[config.mk]
export PLATFORM = sky130hd
export DESIGN_NAME = iee_front
export DESIGN_NICKNAME = d
export VERILOG_FILES = /design/src/iee_pkg.sv /design/src/iee_front.sv
export SDC_FILE = /design/constraint.sdc
export NUM_CORES = 1
export LEC_CHECK = 0
export BUFFER_PORTS_ARGS = -buffer_cell sky130_fd_sc_hd__buf_2
export CAP_MARGIN = 20
export CORE_MARGIN = 2
export CORE_UTILIZATION = 45
export DETAILED_ROUTE_END_ITERATION = 10
export GPL_ROUTABILITY_DRIVEN = 0
export PLACE_DENSITY = 0.72
export REMOVE_ABC_BUFFERS = 1
export SLEW_MARGIN = 20
export SYNTH_ARGS = -nofsm -noshare
export SYNTH_HDL_FRONTEND = slang
export SYNTH_SLANG_ARGS = --single-unit
export TNS_END_PERCENT = 5
[constraint.sdc]
create_clock -name i_clk -period 2.5 [get_ports i_clk]
set_input_delay 0.125 -clock i_clk [delete_from_list [all_inputs] [get_ports i_clk]]
set_output_delay 0.125 -clock i_clk [all_outputs]
set_load 0.05 [all_outputs]
[src/iee_pkg.sv]
package iee_pkg;

    typedef enum logic [2:0] {
        OP_LPAREN = 3'd0,
        OP_ADD    = 3'd1,
        OP_SUB    = 3'd2,
        OP_MUL    = 3'd3,
        OP_DIV    = 3'd4,
        OP_MOD    = 3'd5,
        OP_POW    = 3'd6
    } t_op;

    typedef enum logic [1:0] {
        ST_OK     = 2'd0,
        ST_DIV0   = 2'd1,
        ST_OVFL   = 2'd2,
        ST_MALF   = 2'd3
    } t_status;

    typedef enum logic [2:0] {
        K_DIGIT  = 3'd0,
        K_BINOP  = 3'd1,
        K_LPAREN = 3'd2,
        K_RPAREN = 3'd3,
        K_END    = 3'd4,
        K_BAD    = 3'd5
    } t_kind;

    typedef struct packed {
        t_kind      kind;
        t_op        op;
        logic [3:0] digit;
    } t_token;

    localparam int unsigned TOKEN_W = $bits(t_token);

    function automatic logic [1:0] prec(input t_op op);
        case (op)
            OP_ADD, OP_SUB: prec = 2'd1;
            OP_POW:         prec = 2'd3;
            OP_LPAREN:      prec = 2'd0;
            default:        prec = 2'd2;
        endcase
    endfunction

endpackage

[src/iee_front.sv]
module iee_front (
    input  logic                 i_clk,
    input  logic                 i_rst_n,
    input  logic                 i_valid,
    output logic                 o_ready,
    input  logic [7:0]           i_char,
    input  logic                 i_end,
    output logic                 o_valid,
    input  logic                 i_ready,
    output iee_pkg::t_token      o_token
);

    iee_pkg::t_token w_tok;
    iee_pkg::t_token r_q [2];
    logic            r_wp;
    logic            r_rp;
    logic [1:0]      r_cnt;

    always_comb begin
        w_tok.digit = i_char[3:0];
        w_tok.op    = iee_pkg::OP_LPAREN;
        w_tok.kind  = iee_pkg::K_BAD;
        if (i_end) begin
            w_tok.kind = iee_pkg::K_END;
        end else begin
            case (i_char)
                8'h30, 8'h31, 8'h32, 8'h33, 8'h34,
                8'h35, 8'h36, 8'h37, 8'h38, 8'h39: w_tok.kind = iee_pkg::K_DIGIT;
                8'h2B: begin w_tok.kind = iee_pkg::K_BINOP; w_tok.op = iee_pkg::OP_ADD; end
                8'h2D: begin w_tok.kind = iee_pkg::K_BINOP; w_tok.op = iee_pkg::OP_SUB; end
                8'h2A: begin w_tok.kind = iee_pkg::K_BINOP; w_tok.op = iee_pkg::OP_MUL; end
                8'h2F: begin w_tok.kind = iee_pkg::K_BINOP; w_tok.op = iee_pkg::OP_DIV; end
                8'h25: begin w_tok.kind = iee_pkg::K_BINOP; w_tok.op = iee_pkg::OP_MOD; end
                8'h5E: begin w_tok.kind = iee_pkg::K_BINOP; w_tok.op = iee_pkg::OP_POW; end
                8'h28: w_tok.kind = iee_pkg::K_LPAREN;
                8'h29: w_tok.kind = iee_pkg::K_RPAREN;
                default: w_tok.kind = iee_pkg::K_BAD;
            endcase
        end
    end

    assign o_ready = (r_cnt != 2'd2);
    assign o_valid = (r_cnt != 2'd0);
    assign o_token = r_q[r_rp];

    always_ff @(posedge i_clk) begin
        if (i_valid && o_ready) begin
            r_q[r_wp] <= w_tok;
        end
        if (!i_rst_n) begin
            r_wp  <= 1'b0;
            r_rp  <= 1'b0;
            r_cnt <= 2'd0;
        end else begin
            if (i_valid && o_ready) r_wp <= ~r_wp;
            if (o_valid && i_ready) r_rp <= ~r_rp;
            r_cnt <= r_cnt + {1'b0, i_valid && o_ready} - {1'b0, o_valid && i_ready};
        end
    end

endmodule

==> out/results.md <==
| Parameter | Reported |
| --- | --- |
| Aggregate routed wire length | 1880 um |
| Class of the tightest hold or removal check | input port to flop |
| Total number of placement rows | 18 |
| Routed vias/inst | 5.19 |
| Root buffer cell | sky130_fd_sc_hd__clkbuf_4 |
| Dominant cells by area after synthesis | sky130_fd_sc_hd__edfxtp_1 51%, sky130_fd_sc_hd__mux2_2 9.6%, sky130_fd_sc_hd__dfxtp_1 8.5% |
| CP Class | flop to flop |
| Commonest cells after routing, fill and taps aside | 24 x sky130_fd_sc_hd__buf_2, 20 x sky130_fd_sc_hd__edfxtp_1, 10 x sky130_fd_sc_hd__mux2_2 |
| Highest-utilization routing layer at the global route stage | met2 |
| Global routing met1 resource utilization | 0.192 |
| Count of vias placed by the detailed router | 742 |
| Element type at the critical path end | flop |
| Drt first-iter violations | 10 |
| Signed area change from the synthesized netlist to the final layout | 14.5% |
| Post-layout min period | 1760 ps |
| Number of nets with antenna violations after detailed routing | 0 |
| Top fanout value on the critical path | 3 |
| Delay of the slowest cell on the worst path | 350 ps |
| Peak supply drop | 513 uV |
| Share of final-layout standard cells stronger than drive strength 1 | 0.398 |
| Core area | 2480 um2 |
| Number of setup violations in the final report | 0 |
| Data required time of the critical path | 2720 ps |
| Post-detailed-route wirelength per cell | 13.1 um |
| Cell type of the slowest stage on the worst timing path | sky130_fd_sc_hd__dfxtp_1 |
| Gate family responsible for the most delay along the worst path | simple AND/OR/NAND/NOR gates |
| Clock slew seen by the registers of the worst setup and hold paths | 130 ps |
| Status | finished, final reports clean |
| Syn Area/Cell | 13.4 um2 |
| Unrepaired setup endpoints after global routing | false |
| Finished Cell Area | 1350 um2 |
| Reg-to-reg setup timing slack | 740 ps |
| Number of H-tree levels | 1 |
| Total of fill cells in the finished design | 232 |
| Number of global-route vias before repair | 694 |
| Synthesized flop and latch total | 25 |
| Initial standard-cell utilization of the core | 0.475 |
| Insertion delay to the later sink of the worst-skew pair | 310 ps |
| Horizontal die dimension | 55.2 um |
| Netlist area before placement | 1180 um2 |
| Crit-path cells | or2_1 -> and2_4 -> ha_1 -> inv_1 -> ha_1 -> xnor2_1 -> xnor2_1 -> and2_1 |
| Number of detailed-route iterations in the first pass | 4 |
| Global routing met3 resource utilization | 0.0161 |
| Half-perimeter wire length after detailed placement | 1440 um |
| Post-CTS setup buffer count | 0 |
| Final Skew | 11.0 ps |
| Number of warning messages in the yosys log | 0 |
| Crit path buf inv count | 1 |
| Post-CTS sizing | 0 |
| Count of clock tree sinks | 25 |
| Leakage power of the design | 0.513 nW |
| Remaining design rule violation count | 0 |
| Remaining Overflow, GRT | 0 |
| Number of antenna violations at the first check in global routing | 0 |
| Sum of negative setup slack | 0 ps |
| Hold buffers post-CTS | 0 |
| Fmax | 0.567 GHz |
| Leading cell type in the layout, fill and taps excluded | sky130_fd_sc_hd__buf_2 |
| Number of violations of the max-capacitance limit | 0 |
| Nets@finish | 129 |
| CTS Buf Count | 3 |
| CTS tree | yes |
| IO Pins | 25 |
| Cell count after synthesis | 88 |
| Cell area reported after detailed placement | 1320 um2 |
| Measured slew at the worst slew-check pin | 498 ps |
| PwrDens | 958 nW/um2 |
| Nature of the critical path startpoint | flop |
| WP data arrival | 1990 ps |
| Sequential element share of the synthesized area | 0.595 |
| Distinct cells, synth | 34 |
| Vert. Die Dim | 55.2 um |
| Slew Limit Fails | 0 |
| Remaining max-slew budget at the tightest pin | 0.668 |
| Maximum number of pins on one net before global-route repair | 15 |
| Cell type with the largest total area after synthesis | sky130_fd_sc_hd__edfxtp_1 |
| Final cycle utilization of the critical path | 0.705 |
| Total global routing track utilization | 0.152 |
| Post-synth top area share | 0.510 |
| Die ar. | 3040 um2 |
| Hold violation total from the final report | 0 |
| IO Port Bufs | 24 |
| First-pass GRT wire length | 3080 um |
| Clk buf depth | 2 |
| Met2 layer usage reported by global route | 0.248 |
| Antenna diode count | 0 |
area by class of cell:
class | count | area (um2) | area share
tap | 30 | 37.5 | 0.0279
clock buffer | 3 | 22.5 | 0.0167
inverter | 4 | 15.0 | 0.0111
multi-input combinational | 55 | 439 | 0.326
clock inverter | 1 | 5.00 | 0.00371
sequential | 25 | 701 | 0.520
timing repair buffer | 25 | 128 | 0.0947
cell families after synthesis:
kind of cell,share of synthesized area
and+or+nand+nor,0.150
DFF,0.595
AOI/OAI and AO/OA,0.0627
muxes,0.0956
buffers and inverters,0.0319
xor gates and xnor gates,0.0436
adders and majority gates,0.0213
worst paths after layout:
check	startpoint	end	cells after the start
max reg2reg	r_cnt[1]	r_cnt[1]	8
min	i_char[0]	r_q[1][0]	1
min reg2reg	r_rp	flop	2
max	r_cnt[1]	r_cnt[1]	8
state kept, by name (all words and copies together), names as in the netlist, named ones only:
signal,count
r_cnt,2
r_wp,1
r_rp,1
r_q,20
power by group:
group          internal, mW  total (mW)  leakage (nW)  switching [mW]
sequential            0.528       0.571         0.227          0.0430
combinational         0.186       0.547         0.269           0.361
clock                0.0597       0.172        0.0177           0.113
total                 0.774        1.29         0.513           0.517
synthesized netlist by cell type:
master,number
sky130_fd_sc_hd__edfxtp_1,20
sky130_fd_sc_hd__mux2_2,10
sky130_fd_sc_hd__dfxtp_1,5
sky130_fd_sc_hd__inv_1,4
sky130_fd_sc_hd__nor2_1,4
sky130_fd_sc_hd__xnor2_1,4
sky130_fd_sc_hd__and2_1,3
sky130_fd_sc_hd__buf_2,3
sky130_fd_sc_hd__nand2_1,3
sky130_fd_sc_hd__o21ai_0,3
sky130_fd_sc_hd__a21oi_1,2
sky130_fd_sc_hd__ha_1,2
sky130_fd_sc_hd__nand2b_1,2
sky130_fd_sc_hd__nand4_1,2
sky130_fd_sc_hd__nor2b_1,2
sky130_fd_sc_hd__a21o_1,1
sky130_fd_sc_hd__a21oi_2,1
sky130_fd_sc_hd__a2bb2oi_1,1
sky130_fd_sc_hd__a31oi_1,1
sky130_fd_sc_hd__a31oi_2,1
sky130_fd_sc_hd__and2_4,1
sky130_fd_sc_hd__and3_1,1
sky130_fd_sc_hd__and3b_1,1
sky130_fd_sc_hd__and4bb_1,1
sky130_fd_sc_hd__buf_4,1
sky130_fd_sc_hd__nand3_1,1
sky130_fd_sc_hd__nor3_1,1
sky130_fd_sc_hd__nor3b_1,1
sky130_fd_sc_hd__nor3b_2,1
sky130_fd_sc_hd__nor4_1,1
sky130_fd_sc_hd__nor4b_2,1
sky130_fd_sc_hd__o21ai_1,1
sky130_fd_sc_hd__or2_1,1
sky130_fd_sc_hd__xnor2_2,1
metrics by stage:
step                utilization  total power [mW]  setup slack [ps]  cells  hold WS, ps
global placement          0.533              1.12               819    139          382
floorplan                     -              1.01               538     84          224
global route              0.544              1.37               637    143         55.0
finish                    0.544              1.29               737    143         61.4
CTS                       0.544              1.31               727    143         49.3
detailed placement        0.533              1.13               754    139          389
routing by layer:
metal / part of all wire / wire [um]
met3: 0.039 / 73
met4: 0.014 / 27
met2: 0.48 / 899
met1: 0.47 / 875
met5: 0 / 0
worst register-to-register path, stage by stage, from the launching register on:
cell and delay (ps):
sky130_fd_sc_hd__dfxtp_1 350, sky130_fd_sc_hd__or2_1 240, sky130_fd_sc_hd__and2_4 170, sky130_fd_sc_hd__ha_1 270
sky130_fd_sc_hd__inv_1 40, sky130_fd_sc_hd__ha_1 190, sky130_fd_sc_hd__xnor2_1 140, sky130_fd_sc_hd__xnor2_1 130
sky130_fd_sc_hd__and2_1 160
Power figures use the tool's default switching activity.
